## src/skh_pkg.sv

```systemverilog
// Shared types, constants and the per-stage step function of the key hash engine.
// Used by every module under src; depends on nothing.
package skh_pkg;

    localparam int KEY_LEN_W   = 16;
    localparam int LEN_W       = 16;
    localparam int HASH_W      = 32;
    localparam int GROUP_W     = 24;
    localparam int METHOD_W    = 3;
    localparam int MIX_STAGES  = 9;
    localparam int STEP_W      = 4;
    localparam int FIFO_DEPTH  = 32;
    localparam int FIFO_AW     = 5;
    localparam int FIFO_CW     = 6;

    localparam logic [METHOD_W-1:0] HM_JENKINS = 3'd0;
    localparam logic [METHOD_W-1:0] HM_HSIEH   = 3'd1;
    localparam logic [METHOD_W-1:0] HM_DJB2    = 3'd2;
    localparam logic [METHOD_W-1:0] HM_FNV0    = 3'd3;
    localparam logic [METHOD_W-1:0] HM_SDBM    = 3'd4;

    localparam logic CFG_METHOD = 1'b0;
    localparam logic CFG_SEED   = 1'b1;

    localparam logic [HASH_W-1:0] GOLDEN    = 32'h9e3779b9;
    localparam logic [HASH_W-1:0] DJB2_INIT = 32'd5381;

    localparam logic [3:0]       BLOCK_LAST  = 4'd11;
    localparam logic [LEN_W-1:0] BLOCK_BYTES = LEN_W'(12);

    typedef enum logic [1:0] {
        MODE_PASS,
        MODE_MIX,
        MODE_HSIEH
    } t_mode;

    typedef struct packed {
        logic [HASH_W-1:0] a;
        logic [HASH_W-1:0] b;
        logic [HASH_W-1:0] c;
    } t_vec;

    // Result token that rides along the pipelines
    typedef struct packed {
        logic                vld;
        logic                err;
        logic                jen;
        logic [METHOD_W-1:0] method;
        t_vec                acc;
        logic [LEN_W-1:0]    len;
        logic [HASH_W-1:0]   hash;
        logic [GROUP_W-1:0]  group;
    } t_tag;

    typedef struct packed {
        logic [HASH_W-1:0] hash;
        logic [HASH_W-1:0] a;
        logic [HASH_W-1:0] b;
        logic              err;
    } t_result;

    // One stage of work. Mix: one line of the three-word mix.
    // Hsieh finish: a = gathered bytes, b[1:0] = length mod 4, c = running hash.
    function automatic t_vec skh_step(input logic [STEP_W-1:0] idx, input t_mode mode,
                                      input t_vec v);
        t_vec              r;
        logic [HASH_W-1:0] h;
        r = v;
        h = v.c;
        case (mode)
            MODE_MIX: begin
                case (idx)
                    4'd0: r.a = (v.a - v.b - v.c) ^ (v.c >> 13);
                    4'd1: r.b = (v.b - v.c - v.a) ^ (v.a << 8);
                    4'd2: r.c = (v.c - v.a - v.b) ^ (v.b >> 13);
                    4'd3: r.a = (v.a - v.b - v.c) ^ (v.c >> 12);
                    4'd4: r.b = (v.b - v.c - v.a) ^ (v.a << 16);
                    4'd5: r.c = (v.c - v.a - v.b) ^ (v.b >> 5);
                    4'd6: r.a = (v.a - v.b - v.c) ^ (v.c >> 3);
                    4'd7: r.b = (v.b - v.c - v.a) ^ (v.a << 10);
                    4'd8: r.c = (v.c - v.a - v.b) ^ (v.b >> 15);
                    default: r = v;
                endcase
            end
            MODE_HSIEH: begin
                case (idx)
                    4'd0: begin
                        case (v.b[1:0])
                            2'd3, 2'd2: h = h + {16'b0, v.a[15:0]};
                            2'd1:       h = h + {24'b0, v.a[7:0]};
                            default:    h = h;
                        endcase
                    end
                    4'd1: begin
                        case (v.b[1:0])
                            2'd3:    h = (h ^ (h << 16)) ^ {6'b0, v.a[23:16], 18'b0};
                            2'd2:    h = h ^ (h << 11);
                            2'd1:    h = h ^ (h << 10);
                            default: h = h;
                        endcase
                    end
                    4'd2: begin
                        case (v.b[1:0])
                            2'd3:    h = h + (h >> 11);
                            2'd2:    h = h + (h >> 17);
                            2'd1:    h = h + (h >> 1);
                            default: h = h;
                        endcase
                    end
                    4'd3: begin
                        h = h ^ (h << 3);
                        h = h + (h >> 5);
                    end
                    4'd4: begin
                        h = h ^ (h << 4);
                        h = h + (h >> 17);
                    end
                    4'd5: begin
                        h = h ^ (h << 25);
                        h = h + (h >> 6);
                    end
                    default: h = v.c;
                endcase
                r.c = h;
            end
            default: r = v;
        endcase
        return r;
    endfunction

endpackage

```

## src/skh_mix_pipe.sv

```systemverilog
// Nine-stage step pipeline: a mix line, finish step or pass per stage.
// Carries a result token alongside. Depends on skh_pkg.
module skh_mix_pipe (
    input  logic          i_clk,
    input  logic          i_rst_n,
    input  logic          i_vld,
    input  skh_pkg::t_mode i_mode,
    input  skh_pkg::t_vec  i_vec,
    input  skh_pkg::t_tag  i_tag,
    output logic          o_vld,
    output skh_pkg::t_vec  o_vec,
    output skh_pkg::t_tag  o_tag
);
    import skh_pkg::*;

    logic  r_vld  [MIX_STAGES];
    t_mode r_mode [MIX_STAGES];
    t_vec  r_vec  [MIX_STAGES];
    t_tag  r_tag  [MIX_STAGES];

    logic  s_vld  [MIX_STAGES];
    t_mode s_mode [MIX_STAGES];
    t_vec  s_vec  [MIX_STAGES];
    t_tag  s_tag  [MIX_STAGES];

    always_comb begin
        s_vld[0]  = i_vld;
        s_mode[0] = i_mode;
        s_vec[0]  = i_vec;
        s_tag[0]  = i_tag;
        for (int k = 1; k < MIX_STAGES; k++) begin
            s_vld[k]  = r_vld[k-1];
            s_mode[k] = r_mode[k-1];
            s_vec[k]  = r_vec[k-1];
            s_tag[k]  = r_tag[k-1];
        end
    end

    for (genvar k = 0; k < MIX_STAGES; k++) begin : g_stage
        always_ff @(posedge i_clk) begin
            if (!i_rst_n) begin
                r_vld[k] <= 1'b0;
                r_tag[k] <= '0;
            end else begin
                r_vld[k] <= s_vld[k];
                r_tag[k] <= s_tag[k];
            end
        end

        always_ff @(posedge i_clk) begin
            r_mode[k] <= s_mode[k];
            r_vec[k]  <= skh_step(STEP_W'(k), s_mode[k], s_vec[k]);
        end
    end

    assign o_vld = r_vld[MIX_STAGES-1];
    assign o_vec = r_vec[MIX_STAGES-1];
    assign o_tag = r_tag[MIX_STAGES-1];

endmodule

```

## config.mk

```make
export PLATFORM = sky130hd
export DESIGN_NAME = skh_mix_pipe
export DESIGN_NICKNAME = d
export VERILOG_FILES = /design/src/skh_pkg.sv /design/src/skh_mix_pipe.sv
export SDC_FILE = /design/constraint.sdc
export NUM_CORES = 2
export LEC_CHECK = 0
export CAP_MARGIN = 5
export CELL_PAD_IN_SITES_DETAIL_PLACEMENT = 1
export CELL_PAD_IN_SITES_GLOBAL_PLACEMENT = 1
export CORE_MARGIN = 3
export CORE_UTILIZATION = 54
export DETAILED_ROUTE_END_ITERATION = 16
export DONT_BUFFER_PORTS = 1
export GPL_TIMING_DRIVEN = 0
export PLACE_DENSITY = 0.91
export SKIP_CTS_REPAIR_TIMING = 1
export SLEW_MARGIN = 30
export SYNTH_ARGS = -nofsm -noshare
export SYNTH_HDL_FRONTEND = slang
export SYNTH_SLANG_ARGS = --single-unit
export TNS_END_PERCENT = 1
```

## constraint.sdc

```tcl
create_clock -name i_clk -period 8.7 [get_ports i_clk]
set_input_delay 0.87 -clock i_clk [delete_from_list [all_inputs] [get_ports i_clk]]
set_output_delay 0.87 -clock i_clk [all_outputs]
set_load 0.01 [all_outputs]
```

==> flow_summary.ini <==
[power]
vdd_drop_max_mv = 0.295
power_density_nw_per_um2 = 501
power.leakage_nw = 46.7
fin_total_pwr_mw = 54.1

[timing]
holdWs_ns = 0.0357
grt_setup_unrepaired = false
clock.fmax_mhz = 190
maxSlewViolCount = 0
post-route-period-util_pct = 60.4
worst_slew_pin_slew_ns = 1.33
finalHoldViolations = 0
final.min_clock_period_ns = 5.26
skew_ns = 0.112
relSlewSlack_pct = 11.1
finalSetupViolCount = 0
setup_tns_ns = 0

[placement]
place.port_buffers = 0
placed_area_sq_um = 99600
dpl.hpwl_um = 240000
place_congestion = 0.996

[synth]
synth_area_leaders = dfxtp_1 (51%), and2_1 (10%), fa_1 (5.8%)
synthCells = 9404
synthTopCellsByCount = dfxtp_1 (2455), and2_1 (1619), inv_1 (681)
ys.flop_type = dfxtp_1
ys_seq_area_share_pct = 50.9
synth_warnings = 0
syn_nets = 10400
synth-edff-count = 0
synth-seq-cells = 2455
ys_types = 84
yosys.area.top_type = dfxtp_1
yosysTopAreaCellShare_pct = 50.9
yosysMostFrequentCell = dfxtp_1
ys_async_sr_fraction_pct = 0
syn_avg_cell_area_sq_um = 10.3
netlist_area_sq_um = 96500

[die]
ioPinCount = 546
initial_core_util_pct = 54.5
die_w_um = 429
coreArea_sq_um = 177000
die-area_sq_um = 184000
row_count = 154
die_h_um = 429

[global_route]
antenna_found_initial = 36
grt_usage_pct = 36.6
grt_pass1_wl_um = 503000
grt-ovfl-total = 0
grt_pass1_vias = 77400
grt_max_degree = 19

[setup_path]
crit_required_ns = 9.46
worstPathMaxFanout = 10
crit_arrival_ns = 6.02
startpoint_type = register
end_kind = register
crit_type = reg -> reg

[drt]
avgViaCountPerCell = 5.73
ant_nets = 0
wl_um = 361000
wl_per_cell_um = 29.5
drcViolationCount = 0
dr.pass1.iters = 6
initialDrtViolationCount = 4733
vias = 70200

[clock_network]
clk_latency_ns = 0.92
numCtsBuffers = 227
clockRootBuffer = clkbuf_16
cts_tree = done
clockBufferDepth = 3
ctsHtreeMaxLevel = 4
clk_pin_slew_ns = 0.06
cts.sinks = 2455

[layout]
fin_area_sq_um = 108000
syn2layout_area_growth_pct = 11.9
drive_above_1_share_pct = 5.52
nets = 10600

[status]
status = complete, no violations

[hold_path]
worst_hold_path_type = in -> reg

[flow_run]
maxCapViolations = 0
-- worst paths after layout --
| path | from | to | slack (ns) | cells after the start |
|---|---|---|---|---|
| setup / recovery | r_vec[0][129] | r_vec[0][221] | 3.44 | 17 |
| hold / removal | i_vec[61] | r_vec[0][61] | 0.04 | 0 |
| setup reg to reg | r_vec[0][129] | r_vec[0][221] | 3.44 | 17 |
| hold reg to reg | r_vec[0][525] | r_vec[0][621] | 0.30 | 0 |
-- layout make-up --
class                      instances  area (sq um)
inverter                         681          2560
clock buffer                     323          6550
sequential                      2455         49100
antenna                           52           130
multi-input combinational       5827         42800
clock inverter                   102          1530
fill                           18600         69000
tap                             2340          2930
timing repair buffer              18           273
buffer                           441          2040
-- metrics by stage --
stage / instances / utilization (%) / setup slack [ns]
after floorplan: 9404 / - / 4.87
after global placement: 11700 / 56.2 / 3.64
after detailed placement: 11800 / 56.3 / 3.54
after CTS: 12200 / 60.9 / 3.52
after global routing: 12200 / 61.0 / 3.33
final: 12200 / 61.0 / 3.44
-- worst max-delay path: stages (launching register included) --
cell and delay (ns):
dfxtp_1 0.49, inv_1 0.13, ha_1 0.29, clkbuf_1 0.21
clkbuf_1 0.40, nor2_1 0.11, a21oi_1 0.36, ha_1 0.35
and2_1 0.16, a221o_1 0.36, o2111ai_1 0.31, o21ai_1 0.24
a221oi_1 0.59, o221ai_1 0.31, a21o_1 0.24, a21oi_1 0.18
xor2_1 0.10, o21ai_0 0.29
-- per-layer routing --
metal | global-route usage, % | part of all wire (%) | vias to the layer above
li1 | - | - | 31000
met1 | 36.8 | 34 | 34500
met2 | 66.3 | 50 | 3203
met3 | 5.53 | 5.5 | 1538
met4 | 31.2 | 10 | 22
met5 | 0 | 0.044 | -
-- cell families (layout without fill, tap and decap cells) --
kind of cell | Yosys count | in the layout | synth area share, %
AOI/OAI and AO/OA | 1556 | 1556 | 10.0
xor gates and xnor gates | 716 | 716 | 6.50
adders and majority gates | 706 | 706 | 11.3
buffers and inverters | 1122 | 1565 | 4.74
DFF | 2455 | 2455 | 50.9
muxes | 14 | 14 | 0.153
other | 0 | 52 | 0
and+or+nand+nor | 2835 | 2835 | 16.3
-- state kept, by name (all words and copies together) (netlist names) --
register and cells:
r_vec 864, r_mode 16, r_tag 1566, r_vld 9
-- where the power goes --
| part | internal, mW | switching (mW) | total [mW] |
|---|---|---|---|
| sequential | 13.0 | 2.11 | 15.1 |
| clock | 6.12 | 4.85 | 11.0 |
| combinational | 11.6 | 16.5 | 28.0 |
| total | 30.7 | 23.4 | 54.1 |
-- placed cells by master (no fill, tap or decap), types with 12 or more instances in the layout --
cell type,Yosys,final
dfxtp_1,2455,2455
and2_1,1619,1619
inv_1,681,681
nand2_1,533,533
o21ai_0,518,518
xnor2_1,487,487
ha_1,425,425
a21oi_1,380,380
clkbuf_1,337,367
fa_1,281,281
nor2_1,234,234
xor2_1,229,229
clkbuf_16,0,228
a21o_1,171,171
buf_4,96,96
nand3_1,91,91
nor3_1,67,67
a22oi_1,61,61
nand2b_1,57,57
a31oi_1,57,57
o21bai_1,54,54
diode_2,0,52
nor2b_1,49,49
clkbuf_8,0,49
and3_1,47,47
nand4_1,42,42
clkinv_2,0,39
o21a_1,38,38
o211ai_1,35,35
a211oi_1,33,33
or3_1,31,31
bufinv_16,0,28
o31ai_1,24,23
a211o_1,16,16
clkbuf_2,0,16
or2_2,14,14
a22o_1,12,12
a21boi_0,12,12
Power figures use the tool's default switching activity.
