`config.mk`:
```
export PLATFORM = sky130hd
export DESIGN_NAME = skh_join
export DESIGN_NICKNAME = d
export VERILOG_FILES = /design/src/skh_pkg.sv /design/src/skh_join.sv
export SDC_FILE = /design/constraint.sdc
export NUM_CORES = 1
export LEC_CHECK = 0
export BUFFER_PORTS_ARGS = -buffer_cell sky130_fd_sc_hd__buf_4
export CORE_AREA = 2 2 249 251
export DETAILED_ROUTE_END_ITERATION = 16
export DIE_AREA = 0 0 251 253
export MAX_ROUTING_LAYER = met4
export PLACE_DENSITY_LB_ADDON = 0.25
export SLEW_MARGIN = 20
export SYNTH_ARGS = -nofsm -noshare
export SYNTH_HDL_FRONTEND = slang
export SYNTH_SLANG_ARGS = --single-unit
```
`constraint.sdc`:
```
create_clock -name i_clk -period 5.8 [get_ports i_clk]
set_input_delay 0.87 -clock i_clk [delete_from_list [all_inputs] [get_ports i_clk]]
set_output_delay 0.87 -clock i_clk [all_outputs]
set_load 0.05 [all_outputs]
```
`src/skh_pkg.sv`:
```
// Shared types, constants and the per-stage step function of the key hash engine.
// Used by every module under src; depends on nothing.
package skh_pkg;

    localparam int KEY_LEN_W   = 16;
    localparam int LEN_W       = 16;
    localparam int HASH_W      = 32;
    localparam int GROUP_W     = 24;
    localparam int METHOD_W    = 3;
    localparam int MIX_STAGES  = 9;
    localparam int STEP_W      = 4;
    localparam int FIFO_DEPTH  = 32;
    localparam int FIFO_AW     = 5;
    localparam int FIFO_CW     = 6;

    localparam logic [METHOD_W-1:0] HM_JENKINS = 3'd0;
    localparam logic [METHOD_W-1:0] HM_HSIEH   = 3'd1;
    localparam logic [METHOD_W-1:0] HM_DJB2    = 3'd2;
    localparam logic [METHOD_W-1:0] HM_FNV0    = 3'd3;
    localparam logic [METHOD_W-1:0] HM_SDBM    = 3'd4;

    localparam logic CFG_METHOD = 1'b0;
    localparam logic CFG_SEED   = 1'b1;

    localparam logic [HASH_W-1:0] GOLDEN    = 32'h9e3779b9;
    localparam logic [HASH_W-1:0] DJB2_INIT = 32'd5381;

    localparam logic [3:0]       BLOCK_LAST  = 4'd11;
    localparam logic [LEN_W-1:0] BLOCK_BYTES = LEN_W'(12);

    typedef enum logic [1:0] {
        MODE_PASS,
        MODE_MIX,
        MODE_HSIEH
    } t_mode;

    typedef struct packed {
        logic [HASH_W-1:0] a;
        logic [HASH_W-1:0] b;
        logic [HASH_W-1:0] c;
    } t_vec;

    // Result token that rides along the pipelines
    typedef struct packed {
        logic                vld;
        logic                err;
        logic                jen;
        logic [METHOD_W-1:0] method;
        t_vec                acc;
        logic [LEN_W-1:0]    len;
        logic [HASH_W-1:0]   hash;
        logic [GROUP_W-1:0]  group;
    } t_tag;

    typedef struct packed {
        logic [HASH_W-1:0] hash;
        logic [HASH_W-1:0] a;
        logic [HASH_W-1:0] b;
        logic              err;
    } t_result;

    // One stage of work. Mix: one line of the three-word mix.
    // Hsieh finish: a = gathered bytes, b[1:0] = length mod 4, c = running hash.
    function automatic t_vec skh_step(input logic [STEP_W-1:0] idx, input t_mode mode,
                                      input t_vec v);
        t_vec              r;
        logic [HASH_W-1:0] h;
        r = v;
        h = v.c;
        case (mode)
            MODE_MIX: begin
                case (idx)
                    4'd0: r.a = (v.a - v.b - v.c) ^ (v.c >> 13);
                    4'd1: r.b = (v.b - v.c - v.a) ^ (v.a << 8);
                    4'd2: r.c = (v.c - v.a - v.b) ^ (v.b >> 13);
                    4'd3: r.a = (v.a - v.b - v.c) ^ (v.c >> 12);
                    4'd4: r.b = (v.b - v.c - v.a) ^ (v.a << 16);
                    4'd5: r.c = (v.c - v.a - v.b) ^ (v.b >> 5);
                    4'd6: r.a = (v.a - v.b - v.c) ^ (v.c >> 3);
                    4'd7: r.b = (v.b - v.c - v.a) ^ (v.a << 10);
                    4'd8: r.c = (v.c - v.a - v.b) ^ (v.b >> 15);
                    default: r = v;
                endcase
            end
            MODE_HSIEH: begin
                case (idx)
                    4'd0: begin
                        case (v.b[1:0])
                            2'd3, 2'd2: h = h + {16'b0, v.a[15:0]};
                            2'd1:       h = h + {24'b0, v.a[7:0]};
                            default:    h = h;
                        endcase
                    end
                    4'd1: begin
                        case (v.b[1:0])
                            2'd3:    h = (h ^ (h << 16)) ^ {6'b0, v.a[23:16], 18'b0};
                            2'd2:    h = h ^ (h << 11);
                            2'd1:    h = h ^ (h << 10);
                            default: h = h;
                        endcase
                    end
                    4'd2: begin
                        case (v.b[1:0])
                            2'd3:    h = h + (h >> 11);
                            2'd2:    h = h + (h >> 17);
                            2'd1:    h = h + (h >> 1);
                            default: h = h;
                        endcase
                    end
                    4'd3: begin
                        h = h ^ (h << 3);
                        h = h + (h >> 5);
                    end
                    4'd4: begin
                        h = h ^ (h << 4);
                        h = h + (h >> 17);
                    end
                    4'd5: begin
                        h = h ^ (h << 25);
                        h = h + (h >> 6);
                    end
                    default: h = v.c;
                endcase
                r.c = h;
            end
            default: r = v;
        endcase
        return r;
    endfunction

endpackage

```
`src/skh_join.sv`:
```
// Holds the mixed a,b,c of the open key and forms the final mix or finish
// input for each result token. Depends on skh_pkg.
module skh_join (
    input  logic          i_clk,
    input  logic          i_rst_n,
    input  logic          i_vld,
    input  skh_pkg::t_vec  i_vec,
    input  skh_pkg::t_tag  i_tag,
    output skh_pkg::t_vec  o_base,
    output logic          o_vld,
    output skh_pkg::t_mode o_mode,
    output skh_pkg::t_vec  o_vec,
    output skh_pkg::t_tag  o_tag
);
    import skh_pkg::*;

    t_vec  r_base;
    logic  r_vld;
    t_mode r_mode;
    t_vec  r_vec;
    t_tag  r_tag;

    t_vec  w_base;
    t_mode n_mode;
    t_vec  n_vec;
    t_tag  n_tag;

    always_comb begin
        // a block mix leaving the pipeline this cycle is newer than the held copy
        w_base = i_vld ? i_vec : r_base;

        n_tag     = '0;
        n_tag.vld = i_tag.vld;
        n_tag.err = i_tag.err;
        n_mode    = MODE_PASS;
        n_vec     = '0;
        if (!i_tag.err) begin
            case (i_tag.method)
                HM_JENKINS: begin
                    n_tag.jen = 1'b1;
                    n_mode    = MODE_MIX;
                    n_vec.a   = w_base.a + i_tag.acc.a;
                    n_vec.b   = w_base.b + i_tag.acc.b;
                    n_vec.c   = w_base.c + i_tag.acc.c + HASH_W'(i_tag.len);
                end
                HM_HSIEH: begin
                    n_mode  = MODE_HSIEH;
                    n_vec.a = HASH_W'(i_tag.group);
                    n_vec.b = HASH_W'(i_tag.len[1:0]);
                    n_vec.c = i_tag.hash;
                end
                default: begin
                    n_vec.c = i_tag.hash;
                end
            endcase
        end
    end

    always_ff @(posedge i_clk) begin
        if (i_vld) begin
            r_base <= i_vec;
        end
        r_mode <= n_mode;
        r_vec  <= n_vec;
    end

    always_ff @(posedge i_clk) begin
        if (!i_rst_n) begin
            r_vld <= 1'b0;
            r_tag <= '0;
        end else begin
            r_vld <= i_tag.vld;
            r_tag <= n_tag;
        end
    end

    assign o_base = r_base;
    assign o_vld  = r_vld;
    assign o_mode = r_mode;
    assign o_vec  = r_vec;
    assign o_tag  = r_tag;

endmodule

```
==> impl_metrics.csv <==
group,metric,value,unit
min_path,worstHoldStart,"o_base[63]",
sta,rsz0062_at_grt,"no",
critical_path,end_kind,"register",
clock_tree,cts_hold_buf,0,
sta,tightest_slew,0.757,ns
logic_synthesis,synth_seq_area_share,31.0,%
sta,timing.final.crit_share,75.9,%
grt,first_global_vias,11500,
floorplanning,start_util,20.9,%
critical_path,critPathLaunchType,"primary input",
logic_synthesis,syn_inst,1419,
route,drt_first_pass_iters,7,
critical_path,r2r-start,"o_base[1]",
floorplanning,fp.dieArea,63500,um2
flow_run,maxCapViolCount,0,
finish,drive_gt1_share,33.2,%
clock_tree,cts_resized,0,
critical_path,ff2ff_setup_slack,2.06,ns
place,port_buffers,469,
grt,grt_start_max_net_pins,62,
route,finalWirelength,47600,um
grt,grtUsageTotal,14.8,%
logic_synthesis,yosysWarnings,0,
logic_synthesis,synth.distinct_cells,75,
sta,hold_ws,0.505,ns
finish,layoutNonFillerInstCount,2674,
min_path,holdPathEnd,"o_base[63]",
critical_path,critical_path_class,"primary input to register",
logic_synthesis,async_reset_ff_share,0,%
route,drtIter0Drc,512,
place,gp_congestion,0.870,
place,dp_cells,2637,
floorplanning,pin_count,642,
logic_synthesis,synthFlopType,"dfxtp_1",
route,ant_nets,0,
critical_path,worst-endpoint-required,6.19,ns
sta,clock_skew,0.0239,ns
sta,setup_tns,0,ns
clock_tree,postCtsSetupRepairBufs,0,
critical_path,ff2ff_path_depth,14,
floorplanning,die_y,253,um
route,vias,11600,
clock_tree,cts_buffer_depth,2,
critical_path,r2r_end,"o_vec[29]",
floorplanning,die_width,251,um
route,vias_per_cell,4.34,
critical_path,worst-endpoint-arrival,4.79,ns
floorplanning,rows,91,
pwr,p_leak,8.10,nW
clock_tree,cts_tree,"done",
finish,syn_to_final_growth,34.9,%
floorplanning,core_area,61000,um2
grt,grt_pass1_wl,69000,um
sta,slew_violations,0,
grt,grt_overflow_total,0,
logic_synthesis,synth_area_leaders,"dfxtp_1, ha_1, buf_4, mux2_2, a21oi_1",
sta,slew_headroom,49.5,%
clock_tree,htreeDepth,4,
sta,max_freq,227,MHz
grt,antenna_found_initial,4,
logic_synthesis,synth_largest_area_cell,"dfxtp_1",
logic_synthesis,synth_top_area_share,31.0,%
place,placed_area,16500,um2
logic_synthesis,synth-edff-count,0,
logic_synthesis,syn_area,12700,um2
min_path,holdPathStages,2,
pwr,pwr_density_cell,297,nW/um2
clock_tree,cts_buffers,17,
critical_path,worstPathMaxFanout,20,
clock_tree,cts_num_sinks,197,
sta,hold_viol_final,0,
route,drc,0,
pwr,ir_worst_vdd,0.228,mV
finish,fin_nets,2265,
logic_synthesis,ys_ff_latch,197,
finish,final_area,17200,um2
min_path,hp-class,"register to register",
clock_tree,clk_pin_slew,0.09,ns
place,hpwl,39300,um
run_status,status,"completed",
sta,setup_viol,0,
sta,min_period,4.40,ns
logic_synthesis,syn_area_per_cell,8.97,um2
clock_tree,clk_latency,0.50,ns
route,wl_per_cell,17.8,um
clock_tree,root_buffer,"clkbuf_16",
worst max path at each step:
stage | from | to
4_1_cts | i_vld | o_vec[30]
5_1_grt | i_vld | o_vec[29]
6_report | i_vld | o_vec[30]
3_3_place_gp | i_vld | o_vec[30]
3_5_place_dp | i_vld | o_vec[30]
2_1_floorplan | i_vld | o_vec[27]
synthesized netlist by cell type (all sizes together), types with 14 or more instances:
master  number
o21ai       93
a21oi       87
inv         31
xor2        25
nand2      109
xnor2       45
and3        14
nand4       20
ha         107
nor3        22
fa          19
a21o        41
a211oi      17
nor2        89
dfxtp      197
nand3       27
clkbuf      52
o21a        14
buf        175
mux2        92
logic make-up (layout without fill, tap and decap cells):
family | after synthesis | count (layout) | share of synthesized area, %
compound gates | 338 | 338 | 17.2
xor+xnor | 70 | 70 | 4.82
fa+ha+maj | 126 | 126 | 13.5
buf+inv | 258 | 547 | 12.7
flops | 197 | 197 | 31.0
mux | 100 | 100 | 8.77
other cells | 1 | 177 | 0.0295
simple gates | 329 | 329 | 12.0
placed cells by master, fill, tap and decap left out, types with 7 or more instances in the layout:
master       n
ha_1       107
mux2_2      91
xnor2_1     45
mux2i_1      8
o21a_1      14
a211oi_1    15
nand3_1     27
xor2_1      25
fa_1        19
a21oi_1     87
clkbuf_16   17
a21o_1      41
nand2b_1    11
conb_1     171
o21ai_1     39
inv_1       31
nor2_1      89
nor2b_1      8
o31ai_1      7
nand2_1    109
and3_1      14
o21bai_1    13
dfxtp_1    197
nor3_1      21
o21ai_0     52
a31oi_1     13
nand4_1     20
buf_4      482
stage by stage:
step           power (mW)  worst slack, ns  util [%]
5_1_grt              5.37             1.23      28.1
3_3_place_gp         3.83            0.843      27.1
4_1_cts              5.16             1.40      28.1
2_1_floorplan        3.23            0.998         -
6_report             5.09             1.40      28.1
3_5_place_dp         3.84            0.835      27.1
where the power goes:
| part | total (mW) | internal [mW] | leakage [nW] | switching, mW |
|---|---|---|---|---|
| Combinational | 2.30 | 0.789 | 6.17 | 1.51 |
| Clock | 1.28 | 0.589 | 0.294 | 0.688 |
| Sequential | 1.51 | 1.46 | 1.64 | 0.0495 |
| Total | 5.09 | 2.84 | 8.10 | 2.25 |
worst max-delay path: stages:
cell	delay [ns]
buf_4	0.33
buf_12	0.23
mux2_2	0.43
ha_1	0.30
ha_1	0.46
nand3_1	0.18
or3_1	0.42
a2111oi_0	0.33
buf_4	0.19
nand3b_1	0.26
a31oi_1	0.24
o21ai_1	0.22
o31a_1	0.16
o21ai_1	0.07
routing by layer:
metal	wire length, um	global-route usage (%)	share of wire [%]	vias to the layer above
met5	0	-	0	-
met4	988	4.85	2.1	0
met3	3460	4.13	7.3	41
met2	23600	25.3	50	518
met1	19600	16.8	41	5468
li1	-	-	-	5586
registers in the layout, summed over array words and instances, names as in the netlist:
name	count
o_base	96
o_mode	2
o_tag	3
o_vec	96
cell type report:
type | count | area, um2
antenna | 6 | 15.0
clock buffer | 17 | 425
clock inverter | 14 | 183
fill | 6568 | 43900
inverter | 31 | 116
multi-input combinational | 1134 | 7820
sequential | 197 | 3940
tap | 790 | 988
timing repair buffer | 485 | 3680
(Power assumes the default switching activity.)
