### config.mk
export PLATFORM = sky130hd
export DESIGN_NAME = skh_out_fifo
export DESIGN_NICKNAME = d
export VERILOG_FILES = /design/src/skh_pkg.sv /design/src/skh_out_fifo.sv
export SDC_FILE = /design/constraint.sdc
export NUM_CORES = 2
export LEC_CHECK = 0
export ABC_AREA = 1
export BUFFER_PORTS_ARGS = -buffer_cell sky130_fd_sc_hd__buf_2
export CAP_MARGIN = 20
export CORE_UTILIZATION = 50
export DETAILED_ROUTE_END_ITERATION = 10
export PLACE_DENSITY = 0.68
export SLEW_MARGIN = 5
export SYNTH_ARGS = -nofsm -noshare
export SYNTH_HDL_FRONTEND = slang
export SYNTH_SLANG_ARGS = --single-unit
### constraint.sdc
create_clock -name i_clk -period 17.3 [get_ports i_clk]
set_clock_uncertainty 0.1 [all_clocks]
set_input_delay 0 -clock i_clk [delete_from_list [all_inputs] [get_ports i_clk]]
set_output_delay 0 -clock i_clk [all_outputs]
set_load 0.01 [all_outputs]
### src/skh_pkg.sv
// Shared types, constants and the per-stage step function of the key hash engine.
// Used by every module under src; depends on nothing.
package skh_pkg;

    localparam int KEY_LEN_W   = 16;
    localparam int LEN_W       = 16;
    localparam int HASH_W      = 32;
    localparam int GROUP_W     = 24;
    localparam int METHOD_W    = 3;
    localparam int MIX_STAGES  = 9;
    localparam int STEP_W      = 4;
    localparam int FIFO_DEPTH  = 32;
    localparam int FIFO_AW     = 5;
    localparam int FIFO_CW     = 6;

    localparam logic [METHOD_W-1:0] HM_JENKINS = 3'd0;
    localparam logic [METHOD_W-1:0] HM_HSIEH   = 3'd1;
    localparam logic [METHOD_W-1:0] HM_DJB2    = 3'd2;
    localparam logic [METHOD_W-1:0] HM_FNV0    = 3'd3;
    localparam logic [METHOD_W-1:0] HM_SDBM    = 3'd4;

    localparam logic CFG_METHOD = 1'b0;
    localparam logic CFG_SEED   = 1'b1;

    localparam logic [HASH_W-1:0] GOLDEN    = 32'h9e3779b9;
    localparam logic [HASH_W-1:0] DJB2_INIT = 32'd5381;

    localparam logic [3:0]       BLOCK_LAST  = 4'd11;
    localparam logic [LEN_W-1:0] BLOCK_BYTES = LEN_W'(12);

    typedef enum logic [1:0] {
        MODE_PASS,
        MODE_MIX,
        MODE_HSIEH
    } t_mode;

    typedef struct packed {
        logic [HASH_W-1:0] a;
        logic [HASH_W-1:0] b;
        logic [HASH_W-1:0] c;
    } t_vec;

    // Result token that rides along the pipelines
    typedef struct packed {
        logic                vld;
        logic                err;
        logic                jen;
        logic [METHOD_W-1:0] method;
        t_vec                acc;
        logic [LEN_W-1:0]    len;
        logic [HASH_W-1:0]   hash;
        logic [GROUP_W-1:0]  group;
    } t_tag;

    typedef struct packed {
        logic [HASH_W-1:0] hash;
        logic [HASH_W-1:0] a;
        logic [HASH_W-1:0] b;
        logic              err;
    } t_result;

    // One stage of work. Mix: one line of the three-word mix.
    // Hsieh finish: a = gathered bytes, b[1:0] = length mod 4, c = running hash.
    function automatic t_vec skh_step(input logic [STEP_W-1:0] idx, input t_mode mode,
                                      input t_vec v);
        t_vec              r;
        logic [HASH_W-1:0] h;
        r = v;
        h = v.c;
        case (mode)
            MODE_MIX: begin
                case (idx)
                    4'd0: r.a = (v.a - v.b - v.c) ^ (v.c >> 13);
                    4'd1: r.b = (v.b - v.c - v.a) ^ (v.a << 8);
                    4'd2: r.c = (v.c - v.a - v.b) ^ (v.b >> 13);
                    4'd3: r.a = (v.a - v.b - v.c) ^ (v.c >> 12);
                    4'd4: r.b = (v.b - v.c - v.a) ^ (v.a << 16);
                    4'd5: r.c = (v.c - v.a - v.b) ^ (v.b >> 5);
                    4'd6: r.a = (v.a - v.b - v.c) ^ (v.c >> 3);
                    4'd7: r.b = (v.b - v.c - v.a) ^ (v.a << 10);
                    4'd8: r.c = (v.c - v.a - v.b) ^ (v.b >> 15);
                    default: r = v;
                endcase
            end
            MODE_HSIEH: begin
                case (idx)
                    4'd0: begin
                        case (v.b[1:0])
                            2'd3, 2'd2: h = h + {16'b0, v.a[15:0]};
                            2'd1:       h = h + {24'b0, v.a[7:0]};
                            default:    h = h;
                        endcase
                    end
                    4'd1: begin
                        case (v.b[1:0])
                            2'd3:    h = (h ^ (h << 16)) ^ {6'b0, v.a[23:16], 18'b0};
                            2'd2:    h = h ^ (h << 11);
                            2'd1:    h = h ^ (h << 10);
                            default: h = h;
                        endcase
                    end
                    4'd2: begin
                        case (v.b[1:0])
                            2'd3:    h = h + (h >> 11);
                            2'd2:    h = h + (h >> 17);
                            2'd1:    h = h + (h >> 1);
                            default: h = h;
                        endcase
                    end
                    4'd3: begin
                        h = h ^ (h << 3);
                        h = h + (h >> 5);
                    end
                    4'd4: begin
                        h = h ^ (h << 4);
                        h = h + (h >> 17);
                    end
                    4'd5: begin
                        h = h ^ (h << 25);
                        h = h + (h >> 6);
                    end
                    default: h = v.c;
                endcase
                r.c = h;
            end
            default: r = v;
        endcase
        return r;
    endfunction

endpackage

### src/skh_out_fifo.sv
// Result queue with slot reservation: a slot is reserved when a closing word
// is accepted and freed when the result word is taken. Depends on skh_pkg.
module skh_out_fifo (
    input  logic             i_clk,
    input  logic             i_rst_n,
    input  logic             i_reserve,
    input  logic             i_wr,
    input  skh_pkg::t_result  i_wr_data,
    output logic             o_in_ready,
    output logic             o_valid,
    input  logic             i_ready,
    output skh_pkg::t_result  o_data
);
    import skh_pkg::*;

    t_result              r_mem [FIFO_DEPTH];
    logic [FIFO_AW-1:0]   r_wr_ptr;
    logic [FIFO_AW-1:0]   r_rd_ptr;
    logic [FIFO_CW-1:0]   r_fill;
    logic [FIFO_CW-1:0]   r_credit;
    logic                 w_pop;

    assign o_valid    = r_fill != '0;
    assign w_pop      = o_valid && i_ready;
    assign o_data     = r_mem[r_rd_ptr];
    assign o_in_ready = r_credit != FIFO_CW'(FIFO_DEPTH);

    always_ff @(posedge i_clk) begin
        if (i_wr) begin
            r_mem[r_wr_ptr] <= i_wr_data;
        end
    end

    always_ff @(posedge i_clk) begin
        if (!i_rst_n) begin
            r_wr_ptr <= '0;
            r_rd_ptr <= '0;
            r_fill   <= '0;
            r_credit <= '0;
        end else begin
            if (i_wr) begin
                r_wr_ptr <= r_wr_ptr + FIFO_AW'(1);
            end
            if (w_pop) begin
                r_rd_ptr <= r_rd_ptr + FIFO_AW'(1);
            end
            r_fill   <= r_fill + FIFO_CW'(i_wr) - FIFO_CW'(w_pop);
            r_credit <= r_credit + FIFO_CW'(i_reserve) - FIFO_CW'(w_pop);
        end
    end

`ifndef SYNTH
    a_fill_le_credit: assert property (@(posedge i_clk) disable iff (!i_rst_n)
        r_fill <= r_credit)
        else $error("stored results exceed reserved slots");
    a_no_overflow: assert property (@(posedge i_clk) disable iff (!i_rst_n)
        !(i_wr && (r_fill == FIFO_CW'(FIFO_DEPTH))))
        else $error("result written into a full queue");
    a_credit_hold: assert property (@(posedge i_clk) disable iff (!i_rst_n)
        (!i_reserve && !w_pop) |=> $stable(r_credit))
        else $error("slot count moved without reserve or take");
`endif

endmodule

==> impl_metrics.tcl <==
set metrics [dict create \
    std_cell_rows 183 \
    fmax_mhz 162 \
    drive_above_1_share_pct 7.38 \
    drt_iter0_markers 12400 \
    gp_congestion 0.775 \
    detail_route.wl_per_cell_um 25.5 \
    yosysMostFrequentCell "nand2_1" \
    cp_max_fo 278 \
    worstSetupPathType "register to output port" \
    ios 201 \
    avgSynthCellArea_um2 12.3 \
    cpMostUsedCell "nand3_1" \
    start_kind "register" \
    cts_resized 0 \
    yosysSeqAreaShare_pct 74.5 \
    clkTransAtPathRegs_ns 0.06 \
    die-area_um2 254000 \
    maxCapViolCount 0 \
    numCtsBuffers 334 \
    htreeDepth 5 \
    critPathTopFamily "buffers and inverters" \
    design_area_um2 140000 \
    insertion_delay_ns 0.92 \
    power_w 0.0181 \
    synth_top_area_share_pct 74.1 \
    cp.arrival_ns 6.08 \
    endpoint "o_data[68]" \
    ys_ff_latch 3131 \
    track_usage_pct 27.3 \
    coreArea_um2 249000 \
    async_flop_share_pct 0 \
    synthFlopType "edfxtp_1" \
    multi_input_area_um2 28000 \
    min_period_ns 6.18 \
    final_nets 10500 \
    run_status "complete, no violations" \
    worstPathCellList "inv_16, buf_12, buf_4, buf_4, nand2_1, nand3_1, nand3_1, nand3_1, nand3_1, nand2_1, buf_2" \
    drc 0 \
    register_area_um2 93800 \
    tightest_slew_ns 1.43 \
    globalRouteOverflowTotal 0 \
    cts_max_path_buffers 4 \
    r2r_setup_slack_ns 12.78 \
    clkSinkCount 3131 \
    worstPathRequired_ns 17.20 \
    dp.cells 13200 \
    instances_no_fill 13900 \
    yosysWarnings 0 \
    place_area_um2 128000 \
    hold_depth 2 \
    cpPeakStageDelay_ns 0.91 \
    die_h_um 504 \
    peakVddDrop_v 0.000117 \
    syn-cell-area_um2 126000 \
    setup_viol 0 \
    cts_tree "done" \
    clock-root-buffer "clkbuf_16" \
    holdWs_ns 0.0330 \
    grt_pass1_vias 79400 \
    vias 83600 \
    slew_violations 0 \
    slowest_stage "buf_4" \
    post-synth-top-area-cell "edfxtp_1" \
    tns_ns 0 \
    rsz0062_at_grt "false" \
    io_buffers 200 \
    drt_wl_total_um 355000 \
    synth_edf_count 3104 \
    relSlewSlack_pct 4.71 \
    p_leak_nw 49.2 \
    yosys-top-cells-area "edfxtp_1 (74%), nand3_1 (11%), nand2_1 (10%)" \
    reg2reg_depth 6 \
    drt-vias-per-instance 5.99 \
    nFillCells 19800 \
    die_w_um 504 \
    cp_num_buf_inv 5 \
    synth_cell_types 27 \
    finalCritPeriodShare_pct 35.7 \
    synth_common_cells "nand2_1 (3450), edfxtp_1 (3104), nand3_1 (2808), buf_2 (281), buf_6 (126)" \
    antenna_found_initial 44 \
    ant_nets 0 \
    grt_first_pass_wirelength_um 518000 \
    timing.rr.end "r_mem[21][88]$_DFFE_PP_" \
    finalHoldViolCount 0 \
    start_util_pct 50.5 \
    power.density_nw_per_um2 129 \
    area_growth_syn_to_layout_pct 11.2 \
    synthCells 10200 \
    r2r-start "r_wr_ptr[1]$_SDFFE_PN0P_" \
    grt_max_degree 279 \
    cp-end-kind "output port" \
    synthesis.nets 10300 \
    hp-class "input port to register" \
    drtPass1Iterations 6 \
    path_depth 11 \
    dp.final_hpwl_um 154000 \
]
-- logic make-up (layout without fill, tap and decap cells) --
| group | Yosys count | in the layout | synth area share, % |
|---|---|---|---|
| buffers and inverters | 710 | 1098 | 3.48 |
| XOR/XNOR | 1 | 1 | 0.00696 |
| adder cells (fa/ha/maj) | 21 | 21 | 0.221 |
| flip-flops | 3131 | 3131 | 74.5 |
| AND/OR/NAND/NOR | 6315 | 6315 | 21.6 |
| other | 0 | 14 | 0 |
| AO/OA/AOI/OAI | 39 | 39 | 0.164 |
-- worst min-delay path by stage --
stage | endpoint | slack [ns] | start
floorplan | r_mem[0][0]$_DFFE_PP_ | -0.001 | i_wr_data[0]
global placement | r_credit[0]$_SDFF_PN0_ | 0.23 | i_reserve
detailed placement | r_credit[0]$_SDFF_PN0_ | 0.23 | i_reserve
CTS | r_mem[19][67]$_DFFE_PP_ | 0.0005 | i_wr_data[67]
global route | r_mem[21][46]$_DFFE_PP_ | 0.04 | i_wr_data[46]
finish | r_mem[2][45]$_DFFE_PP_ | 0.03 | i_wr_data[45]
-- layout by cell type, fill, tap and decap left out --
cell           count
nand2_1         3450
edfxtp_1        3104
nand3_1         2808
clkbuf_16        342
buf_2            200
dlygate4sd3_1    158
buf_4             91
clkbuf_1          88
clkinv_1          69
clkinv_2          47
inv_1             37
nor2_4            32
buf_12            28
dfxtp_1           22
a21oi_1           21
ha_1              19
nor2_1            17
diode_2           14
o21ai_0           13
bufinv_16         13
dfxtp_4            5
clkinvlp_4         5
clkinv_8           5
inv_6              4
inv_8              3
nor3_1             3
nand4_1            3
clkinv_4           3
buf_16             3
inv_16             2
nor3b_1            2
o31ai_1            2
a21o_1             2
fa_1               2
xor2_1             1
a31oi_1            1
-- layout make-up --
type | count | share of cell area [%]
antenna | 14 | 0.0250
clock buffer | 430 | 6.35
clock inverter | 146 | 0.769
inverter | 42 | 0.144
multi-input combinational | 6376 | 20.0
sequential | 3131 | 67.0
tap | 3330 | 2.98
timing repair buffer | 480 | 2.79
-- sequential cells by signal, summed over array words and instances (netlist names), named ones only --
register	flops
r_fill	6
r_mem	3104
r_credit	6
r_rd_ptr	5
r_wr_ptr	5
-- worst reg2reg max path, cell delays in order (launching register included) --
cell and delay, ns:
dfxtp_1 0.33, inv_1 0.12, ha_1 0.15, nand2_1 0.41
nor2_4 1.01, buf_4 0.95, buf_4 0.96
-- timing repair --
item,in CTS,in global routing
endpoints found under the hold margin,3135,0
hold buffers,158,0
buffers inserted,0,0
endpoints found under the setup margin,0,0
-- layer usage --
layer  share of wire, %  up-vias  GRT usage (%)
met4                3.1       24           8.76
met2                 46     5092           43.0
met1                 39    41000           38.7
met5              0.043        -              0
li1                   -    36700              -
met3                 11      752           4.79
-- report_power, final --
group / internal, W / total [W] / leakage, nW / switching, W
combinational: 0.000885 / 0.00307 / 16.1 / 0.00219
clock: 0.00380 / 0.00662 / 4.87 / 0.00282
sequential: 0.00840 / 0.00843 / 28.2 / 0.0000331
-- per-stage QoR --
stage	worst slack, ns	util (%)
final	11.12	56.2
after CTS	11.15	56.1
after global routing	10.87	56.1
after floorplan	11.76	-
after detailed placement	12.14	51.5
after global placement	12.16	51.5
Note: power is estimated with default switching activity, not from simulation.
