## config.mk

```make
export PLATFORM = sky130hd
export DESIGN_NAME = skh_front
export DESIGN_NICKNAME = d
export VERILOG_FILES = /design/src/skh_pkg.sv /design/src/skh_front.sv
export SDC_FILE = /design/constraint.sdc
export NUM_CORES = 2
export LEC_CHECK = 0
export BUFFER_PORTS_ARGS = -buffer_cell sky130_fd_sc_hd__buf_4
export CAP_MARGIN = 10
export CORE_ASPECT_RATIO = 1.4
export CORE_MARGIN = 2
export CORE_UTILIZATION = 44
export CTS_BUF_LIST = sky130_fd_sc_hd__clkbuf_2
export DETAILED_ROUTE_END_ITERATION = 8
export GPL_ROUTABILITY_DRIVEN = 0
export PLACE_DENSITY_LB_ADDON = 0.2
export SYNTH_ARGS = -nofsm -noshare
export SYNTH_HDL_FRONTEND = slang
export SYNTH_SLANG_ARGS = --single-unit
```

## constraint.sdc

```tcl
create_clock -name i_clk -period 9.8 [get_ports i_clk]
set_clock_uncertainty 0.15 [all_clocks]
set_input_delay 1.96 -clock i_clk [delete_from_list [all_inputs] [get_ports i_clk]]
set_output_delay 1.96 -clock i_clk [all_outputs]
set_load 0.01 [all_outputs]
```

## src/skh_pkg.sv

```systemverilog
// Shared types, constants and the per-stage step function of the key hash engine.
// Used by every module under src; depends on nothing.
package skh_pkg;

    localparam int KEY_LEN_W   = 16;
    localparam int LEN_W       = 16;
    localparam int HASH_W      = 32;
    localparam int GROUP_W     = 24;
    localparam int METHOD_W    = 3;
    localparam int MIX_STAGES  = 9;
    localparam int STEP_W      = 4;
    localparam int FIFO_DEPTH  = 32;
    localparam int FIFO_AW     = 5;
    localparam int FIFO_CW     = 6;

    localparam logic [METHOD_W-1:0] HM_JENKINS = 3'd0;
    localparam logic [METHOD_W-1:0] HM_HSIEH   = 3'd1;
    localparam logic [METHOD_W-1:0] HM_DJB2    = 3'd2;
    localparam logic [METHOD_W-1:0] HM_FNV0    = 3'd3;
    localparam logic [METHOD_W-1:0] HM_SDBM    = 3'd4;

    localparam logic CFG_METHOD = 1'b0;
    localparam logic CFG_SEED   = 1'b1;

    localparam logic [HASH_W-1:0] GOLDEN    = 32'h9e3779b9;
    localparam logic [HASH_W-1:0] DJB2_INIT = 32'd5381;

    localparam logic [3:0]       BLOCK_LAST  = 4'd11;
    localparam logic [LEN_W-1:0] BLOCK_BYTES = LEN_W'(12);

    typedef enum logic [1:0] {
        MODE_PASS,
        MODE_MIX,
        MODE_HSIEH
    } t_mode;

    typedef struct packed {
        logic [HASH_W-1:0] a;
        logic [HASH_W-1:0] b;
        logic [HASH_W-1:0] c;
    } t_vec;

    // Result token that rides along the pipelines
    typedef struct packed {
        logic                vld;
        logic                err;
        logic                jen;
        logic [METHOD_W-1:0] method;
        t_vec                acc;
        logic [LEN_W-1:0]    len;
        logic [HASH_W-1:0]   hash;
        logic [GROUP_W-1:0]  group;
    } t_tag;

    typedef struct packed {
        logic [HASH_W-1:0] hash;
        logic [HASH_W-1:0] a;
        logic [HASH_W-1:0] b;
        logic              err;
    } t_result;

    // One stage of work. Mix: one line of the three-word mix.
    // Hsieh finish: a = gathered bytes, b[1:0] = length mod 4, c = running hash.
    function automatic t_vec skh_step(input logic [STEP_W-1:0] idx, input t_mode mode,
                                      input t_vec v);
        t_vec              r;
        logic [HASH_W-1:0] h;
        r = v;
        h = v.c;
        case (mode)
            MODE_MIX: begin
                case (idx)
                    4'd0: r.a = (v.a - v.b - v.c) ^ (v.c >> 13);
                    4'd1: r.b = (v.b - v.c - v.a) ^ (v.a << 8);
                    4'd2: r.c = (v.c - v.a - v.b) ^ (v.b >> 13);
                    4'd3: r.a = (v.a - v.b - v.c) ^ (v.c >> 12);
                    4'd4: r.b = (v.b - v.c - v.a) ^ (v.a << 16);
                    4'd5: r.c = (v.c - v.a - v.b) ^ (v.b >> 5);
                    4'd6: r.a = (v.a - v.b - v.c) ^ (v.c >> 3);
                    4'd7: r.b = (v.b - v.c - v.a) ^ (v.a << 10);
                    4'd8: r.c = (v.c - v.a - v.b) ^ (v.b >> 15);
                    default: r = v;
                endcase
            end
            MODE_HSIEH: begin
                case (idx)
                    4'd0: begin
                        case (v.b[1:0])
                            2'd3, 2'd2: h = h + {16'b0, v.a[15:0]};
                            2'd1:       h = h + {24'b0, v.a[7:0]};
                            default:    h = h;
                        endcase
                    end
                    4'd1: begin
                        case (v.b[1:0])
                            2'd3:    h = (h ^ (h << 16)) ^ {6'b0, v.a[23:16], 18'b0};
                            2'd2:    h = h ^ (h << 11);
                            2'd1:    h = h ^ (h << 10);
                            default: h = h;
                        endcase
                    end
                    4'd2: begin
                        case (v.b[1:0])
                            2'd3:    h = h + (h >> 11);
                            2'd2:    h = h + (h >> 17);
                            2'd1:    h = h + (h >> 1);
                            default: h = h;
                        endcase
                    end
                    4'd3: begin
                        h = h ^ (h << 3);
                        h = h + (h >> 5);
                    end
                    4'd4: begin
                        h = h ^ (h << 4);
                        h = h + (h >> 17);
                    end
                    4'd5: begin
                        h = h ^ (h << 25);
                        h = h + (h >> 6);
                    end
                    default: h = v.c;
                endcase
                r.c = h;
            end
            default: r = v;
        endcase
        return r;
    endfunction

endpackage

```

## src/skh_front.sv

```systemverilog
// Key front end: configuration registers, per-key state, byte placement and
// the running hashes. Feeds block mixes and result tokens. Depends on skh_pkg.
module skh_front (
    input  logic                         i_clk,
    input  logic                         i_rst_n,
    input  logic                         i_accept,
    input  logic [7:0]                   i_key_byte,
    input  logic                         i_first,
    input  logic                         i_last,
    input  logic [skh_pkg::KEY_LEN_W-1:0] i_key_length,
    input  logic                         i_cfg_we,
    input  logic                         i_cfg_index,
    input  logic [skh_pkg::HASH_W-1:0]    i_cfg_data,
    input  skh_pkg::t_vec                 i_base,
    output logic                         o_ent_vld,
    output skh_pkg::t_mode                o_ent_mode,
    output skh_pkg::t_vec                 o_ent_vec,
    output skh_pkg::t_tag                 o_tok
);
    import skh_pkg::*;

    logic [METHOD_W-1:0] r_hash_method;
    logic [HASH_W-1:0]   r_hash_seed;
    logic [METHOD_W-1:0] r_key_method, n_key_method;
    logic [LEN_W-1:0]    r_decl, n_decl;
    logic [LEN_W-1:0]    r_count, n_count;
    logic [LEN_W-1:0]    r_remain, n_remain;
    logic [3:0]          r_g, n_g;
    t_vec                r_acc, n_acc;
    logic [HASH_W-1:0]   r_hash, n_hash;
    logic [GROUP_W-1:0]  r_group, n_group;
    logic                r_overrun, n_overrun;
    logic                r_in_key, n_in_key;

    logic [LEN_W-1:0]    w_len;
    logic                w_in_key;
    logic                w_take_try;
    logic                w_take;
    logic                w_tail;
    logic [1:0]          w_lane;
    logic [5:0]          w_sh;
    logic [HASH_W-1:0]   w_k32;
    logic [HASH_W-1:0]   w_placed;
    logic                w_init;
    logic                w_blk;
    logic [15:0]         w_hi;
    logic [HASH_W-1:0]   w_tmp;
    logic [HASH_W-1:0]   h;

    always_comb begin
        w_len    = i_key_length[LEN_W-1:0];
        w_in_key = i_first | r_in_key;
        w_k32    = {24'b0, i_key_byte};

        // start a new key on a first word
        if (i_first) begin
            n_key_method = r_hash_method;
            n_decl       = w_len;
            n_count      = '0;
            n_remain     = w_len;
            n_g          = '0;
            n_acc        = '0;
            n_group      = '0;
            n_overrun    = 1'b0;
            case (r_hash_method)
                HM_HSIEH: n_hash = HASH_W'(w_len);
                HM_DJB2:  n_hash = DJB2_INIT;
                default:  n_hash = '0;
            endcase
        end else begin
            n_key_method = r_key_method;
            n_decl       = r_decl;
            n_count      = r_count;
            n_remain     = r_remain;
            n_g          = r_g;
            n_acc        = r_acc;
            n_group      = r_group;
            n_overrun    = r_overrun;
            n_hash       = r_hash;
        end

        w_take_try = i_accept && w_in_key && !(i_first && (w_len == '0));
        w_take     = w_take_try && (n_count < n_decl);

        w_tail   = n_remain < BLOCK_BYTES;
        w_lane   = n_g[3:2];
        w_sh     = {1'b0, n_g[1:0], 3'b000} +
                   ((w_tail && (w_lane == 2'd2)) ? 6'd8 : 6'd0);
        w_placed = w_k32 << w_sh;
        w_blk    = w_take && (n_key_method == HM_JENKINS) && (n_g == BLOCK_LAST) && !w_tail;
        w_init   = i_accept && i_first && (r_hash_method == HM_JENKINS);

        h     = n_hash;
        w_hi  = '0;
        w_tmp = '0;

        o_ent_vld  = 1'b0;
        o_ent_mode = MODE_PASS;
        o_ent_vec  = '{a: GOLDEN, b: GOLDEN, c: r_hash_seed};
        if (w_init) begin
            o_ent_vld = 1'b1;
        end

        if (w_take_try && !w_take) begin
            n_overrun = 1'b1;
        end

        if (w_take) begin
            case (n_key_method)
                HM_JENKINS: begin
                    case (w_lane)
                        2'd0:    n_acc.a = n_acc.a | w_placed;
                        2'd1:    n_acc.b = n_acc.b | w_placed;
                        default: n_acc.c = n_acc.c | w_placed;
                    endcase
                    if (w_blk) begin
                        // hand the finished block to the mix pipeline
                        o_ent_vld  = 1'b1;
                        o_ent_mode = MODE_MIX;
                        o_ent_vec  = '{a: i_base.a + n_acc.a,
                                       b: i_base.b + n_acc.b,
                                       c: i_base.c + n_acc.c};
                        n_acc      = '0;
                    end
                end
                HM_HSIEH: begin
                    case (n_count[1:0])
                        2'd0: n_group[7:0]   = n_group[7:0] | i_key_byte;
                        2'd1: n_group[15:8]  = n_group[15:8] | i_key_byte;
                        2'd2: n_group[23:16] = n_group[23:16] | i_key_byte;
                        default: begin
                            w_hi    = {i_key_byte, n_group[23:16]};
                            h       = h + {16'b0, n_group[15:0]};
                            w_tmp   = {5'b0, w_hi, 11'b0} ^ h;
                            h       = (h << 16) ^ w_tmp;
                            h       = h + (h >> 11);
                            n_group = '0;
                        end
                    endcase
                end
                HM_DJB2: h = ((h << 5) + h) ^ w_k32;
                HM_FNV0: h = (h + (h << 1) + (h << 4) + (h << 7) + (h << 8) + (h << 24)) ^ w_k32;
                HM_SDBM: h = w_k32 + (h << 6) + (h << 16) - h;
                default: h = n_hash;
            endcase
            n_hash   = h;
            n_count  = n_count + LEN_W'(1);
            n_g      = (n_g == BLOCK_LAST) ? 4'd0 : n_g + 4'd1;
            n_remain = (n_g == 4'd0) ? n_remain - BLOCK_BYTES : n_remain;
        end

        n_in_key = w_in_key && !i_last;

        o_tok.vld    = i_accept && w_in_key && i_last;
        o_tok.err    = n_overrun || (n_count != n_decl);
        o_tok.jen    = n_key_method == HM_JENKINS;
        o_tok.method = n_key_method;
        o_tok.acc    = n_acc;
        o_tok.len    = n_decl;
        o_tok.hash   = n_hash;
        o_tok.group  = n_group;
    end

    always_ff @(posedge i_clk) begin
        if (!i_rst_n) begin
            r_hash_method <= HM_JENKINS;
            r_hash_seed   <= '0;
        end else if (i_cfg_we) begin
            if (i_cfg_index == CFG_METHOD) begin
                r_hash_method <= i_cfg_data[METHOD_W-1:0];
            end else begin
                r_hash_seed <= i_cfg_data;
            end
        end
    end

    always_ff @(posedge i_clk) begin
        if (!i_rst_n) begin
            r_key_method <= HM_JENKINS;
            r_decl       <= '0;
            r_count      <= '0;
            r_remain     <= '0;
            r_g          <= '0;
            r_acc        <= '0;
            r_hash       <= '0;
            r_group      <= '0;
            r_overrun    <= 1'b0;
            r_in_key     <= 1'b0;
        end else if (i_accept && w_in_key) begin
            r_key_method <= n_key_method;
            r_decl       <= n_decl;
            r_count      <= n_count;
            r_remain     <= n_remain;
            r_g          <= n_g;
            r_acc        <= n_acc;
            r_hash       <= n_hash;
            r_group      <= n_group;
            r_overrun    <= n_overrun;
            r_in_key     <= n_in_key;
        end
    end

`ifndef SYNTH
    // a key start never closes a block, so the two entries never collide
    a_one_entry: assert property (@(posedge i_clk) disable iff (!i_rst_n)
        !(w_init && w_blk))
        else $error("key start and block mix in the same cycle");
`endif

endmodule

```

==> metrics.md <==
| Metric | Value |
|---|---|
| Status | complete, no violations |
| Die ar. | 0.0700 mm2 |
| Wirelength, routed | 134000 um |
| Register bit count reported by yosys | 242 |
| Worst slew margin relative to its limit | 0.210 |
| Clock share of power | 0.227 |
| R2R cell count | 27 |
| Max VDD drop | 0.0647 mV |
| HPWL after DPL | 103000 um |
| Placed insts | 5776 |
| Syn_area_per_cell | 7.14 um2 |
| Share of flip-flops with an asynchronous set or reset | 0 |
| Max Freq | 103 MHz |
| R2R setup slack | 3.19 ns |
| Core Area | 0.0674 mm2 |
| Fin Hold WS | 0.303 ns |
| Hold Path Stages | 2 |
| Slew Viols, Final | 0 |
| Slew @ Worst Pin | 1.18 ns |
| Worst Hold Launch | r_group[0] |
| Synth Flop Type | dfxtp_1 |
| Final Hold Viols | 0 |
| Mapped Nets | 4731 |
| Reg2reg end | r_hash[14] |
| ANT nets after route | 0 |
| PortBufs | 430 |
| Cell variety after synth | 96 |
| Largest net degree at the start of global routing | 146 |
| Reg2Reg Launch Point | r_hash_method[0] |
| Sw Ratio | 0.430 |
| Hold/Removal Path Class | reg2reg |
| P&R area growth vs syn | 30.9% |
| Post-synth EDFFs | 0 |
| DRC viols | 0 |
| Critical Path Start | i_first |
| Ranking of synthesized cells by area | dfxtp_1, ha_1, a21oi_1, fa_1, nand2_1 |
| Post-route insts no fill | 5929 |
| Initial antenna violation count | 4 |
| Endpoint, Worst Hold | r_group[0] |
| Cts bufs inserted | 69 |
| RSZ-0062 raised after global routing | true |
| Critical Path Sink Type | output port |
| Via/cell ratio | 5.94 |
| Synth Warn # | 0 |
| Drt initial violations | 3167 |
| GRT overflow | 0 |
| Clk buf depth | 3 |
| Netlist Area Pre-Place | 0.0299 mm2 |
| Req. time, crit path | 7.69 ns |
| Final period util | 0.989 |
| Worst-Skew Late Latency | 1.12 ns |
| Power Internal | 2.01 mW |
| Final net count | 5568 |
| CTS sink cnt | 242 |
| Ranking of synthesized cells by instance count | nand2_1, a21oi_1, nor2_1 |
| Tot GR Track Use | 0.366 |
| Mapped Cells | 4185 |
| I/O Pins | 432 |
| Sequential element share of the synthesized area | 0.162 |
| Die Wd | 224 um |
| DRT Pass-1 Iters | 8 |
| H-tree levels | 3 |
| Logic gate share of total power | 0.480 |
| Via count | 35200 |
| Setup-failing EPs final | 0 |
| Leakage | 18.7 nW |
| First-pass GRT wire length | 196000 um |
| Tot Pwr | 3.52 mW |
| Top cell type's share of synthesized area | 0.162 |
| Fillers | 6523 |
| CP max FO | 11 |
| Row count | 113 |
| Net load switching power | 1.52 mW |
| Power Dens Cells | 90.2 mW/mm2 |
| Post-route minimum period | 9.69 ns |
| Routed len/inst | 22.6 um |
| Clk slew on worst S/H paths | 0.07 ns |
| Synth area leader | dfxtp_1 |
| CTS root buf | clkbuf_2 |
| WP data arrival | 7.58 ns |
| Most frequent cell after synthesis | nand2_1 |
| Vias in the first global route | 33400 |
| Initial Util | 0.443 |
| Layout cells sized above 1 | 0.253 |
| Die Ht | 312 um |
| # hold bufs at CTS | 0 |
| TritonCTS clock tree | yes |
| CP Launch Type | input pin |
| Seq pwr share | 0.294 |
| CP Class | in2out |
| Max-Cap Viols | 0 |
## worst max-delay path by stage
stage                    endpoint  slack (ns)
floorplan               o_tok[46]       -0.05
global placement    o_ent_vec[63]       -0.26
detailed placement  o_ent_vec[94]       -0.37
CTS                     o_tok[55]       0.008
global route            o_tok[46]       -0.09
finish                  o_tok[46]        0.11
## routing by layer
metal / GRT usage / share of wire
met1: 0.402 / 0.36
met2: 0.612 / 0.47
met4: 0.308 / 0.094
met3: 0.0688 / 0.082
met5: 0 / 0.000097
## power by group through the flow
stage	registers, mW	clock network, mW	logic (mW)
2_1_floorplan	1.05	0	0.930
3_3_place_gp	1.05	0	1.59
3_5_place_dp	1.06	0	1.61
4_1_cts	1.03	0.818	1.62
5_1_grt	1.04	0.862	1.81
6_report	1.03	0.798	1.69
## placed cells by master, fill, tap and decap left out, types with 12 or more instances in the layout
| cell | count |
|---|---|
| nand4_1 | 22 |
| nor2b_1 | 70 |
| o21a_1 | 68 |
| xor2_1 | 94 |
| nand2b_1 | 50 |
| nand3_1 | 49 |
| o22ai_1 | 55 |
| o31ai_1 | 23 |
| inv_1 | 275 |
| fa_1 | 103 |
| a21oi_1 | 411 |
| a211oi_1 | 50 |
| a21o_1 | 109 |
| ha_1 | 273 |
| clkbuf_2 | 95 |
| buf_4 | 975 |
| a22oi_1 | 19 |
| o211ai_1 | 21 |
| o21ai_1 | 17 |
| and2_1 | 16 |
| nor4_1 | 33 |
| nor2_1 | 417 |
| a21oi_2 | 25 |
| o221ai_1 | 12 |
| a31oi_1 | 65 |
| xnor2_1 | 163 |
| mux2i_1 | 21 |
| dfxtp_1 | 242 |
| nand2_1 | 554 |
| a21boi_0 | 18 |
| o21ai_0 | 227 |
| buf_12 | 12 |
| nor3_1 | 90 |
| and3_1 | 36 |
| or3_1 | 13 |
| o21bai_1 | 23 |
## worst max-delay path, stage by stage
cell and delay [ns]:
clkbuf_16 0.13, buf_4 0.15, inv_6 0.07, buf_4 0.16
a21oi_4 0.22, clkinvlp_4 0.12, buf_4 0.17, ha_1 0.32
and3_1 0.19, a221o_1 0.37, o211ai_1 0.26, nand2_1 0.20
and3_1 0.21, nor3_1 0.18, xnor2_1 0.22, ha_2 0.34
o21a_1 0.14, o21ai_2 0.23, o21ai_1 0.14, a21oi_2 0.21
a22oi_2 0.11, a31oi_4 0.29, nor4_2 0.12, or3b_1 0.40
a21oi_2 0.17, nor3_1 0.09, nor2_1 0.21, buf_4 0.17
## sequential cells by signal, summed over array words and instances, names as in the netlist
register / cells
r_acc: 96
r_count: 16
r_decl: 16
r_g: 4
r_group: 24
r_hash: 32
r_hash_method: 3
r_hash_seed: 32
r_in_key: 1
r_key_method: 3
r_overrun: 1
r_remain: 14
## final cells by class
type | instances | area [um2] | area share
antenna | 4 | 10.0 | 0.000256
timing repair buffer | 993 | 7640 | 0.195
tap | 862 | 1080 | 0.0276
multi-input combinational | 3431 | 23800 | 0.610
clock buffer | 95 | 475 | 0.0122
inverter | 285 | 1090 | 0.0279
sequential | 242 | 4840 | 0.124
clock inverter | 17 | 119 | 0.00304
## logic make-up (layout without fill, tap and decap cells)
kind of cell | after synthesis | in the layout | synth area share
compound gates | 1314 | 1314 | 0.276
flops | 242 | 242 | 0.162
fa+ha+maj | 387 | 387 | 0.189
xor+xnor | 270 | 270 | 0.0827
simple gates | 1431 | 1431 | 0.216
buf+inv | 512 | 1390 | 0.0654
other cells | 1 | 5 | 0.000126
mux | 28 | 28 | 0.00964
## what timing repair did
item / CTS / global route
gates resized for setup: 43 / 111
buffers inserted: 15 / 21
gates cloned: 0 / 1
pin swaps: 23 / 47
setup endpoints to repair: 36 / 49
hold endpoints to repair: 0 / 0
## stage by stage
step,instance area (um2),utilization,worst slack (ns),setup TNS (ns)
after floorplan,30000,-,-0.0518,-0.0920
after global placement,37500,0.557,-0.264,-2.90
after detailed placement,37500,0.557,-0.370,-4.25
after CTS,38400,0.570,0.00805,0
after global routing,39100,0.579,-0.0911,-0.358
final,39100,0.580,0.107,0
(Power assumes the default switching activity.)
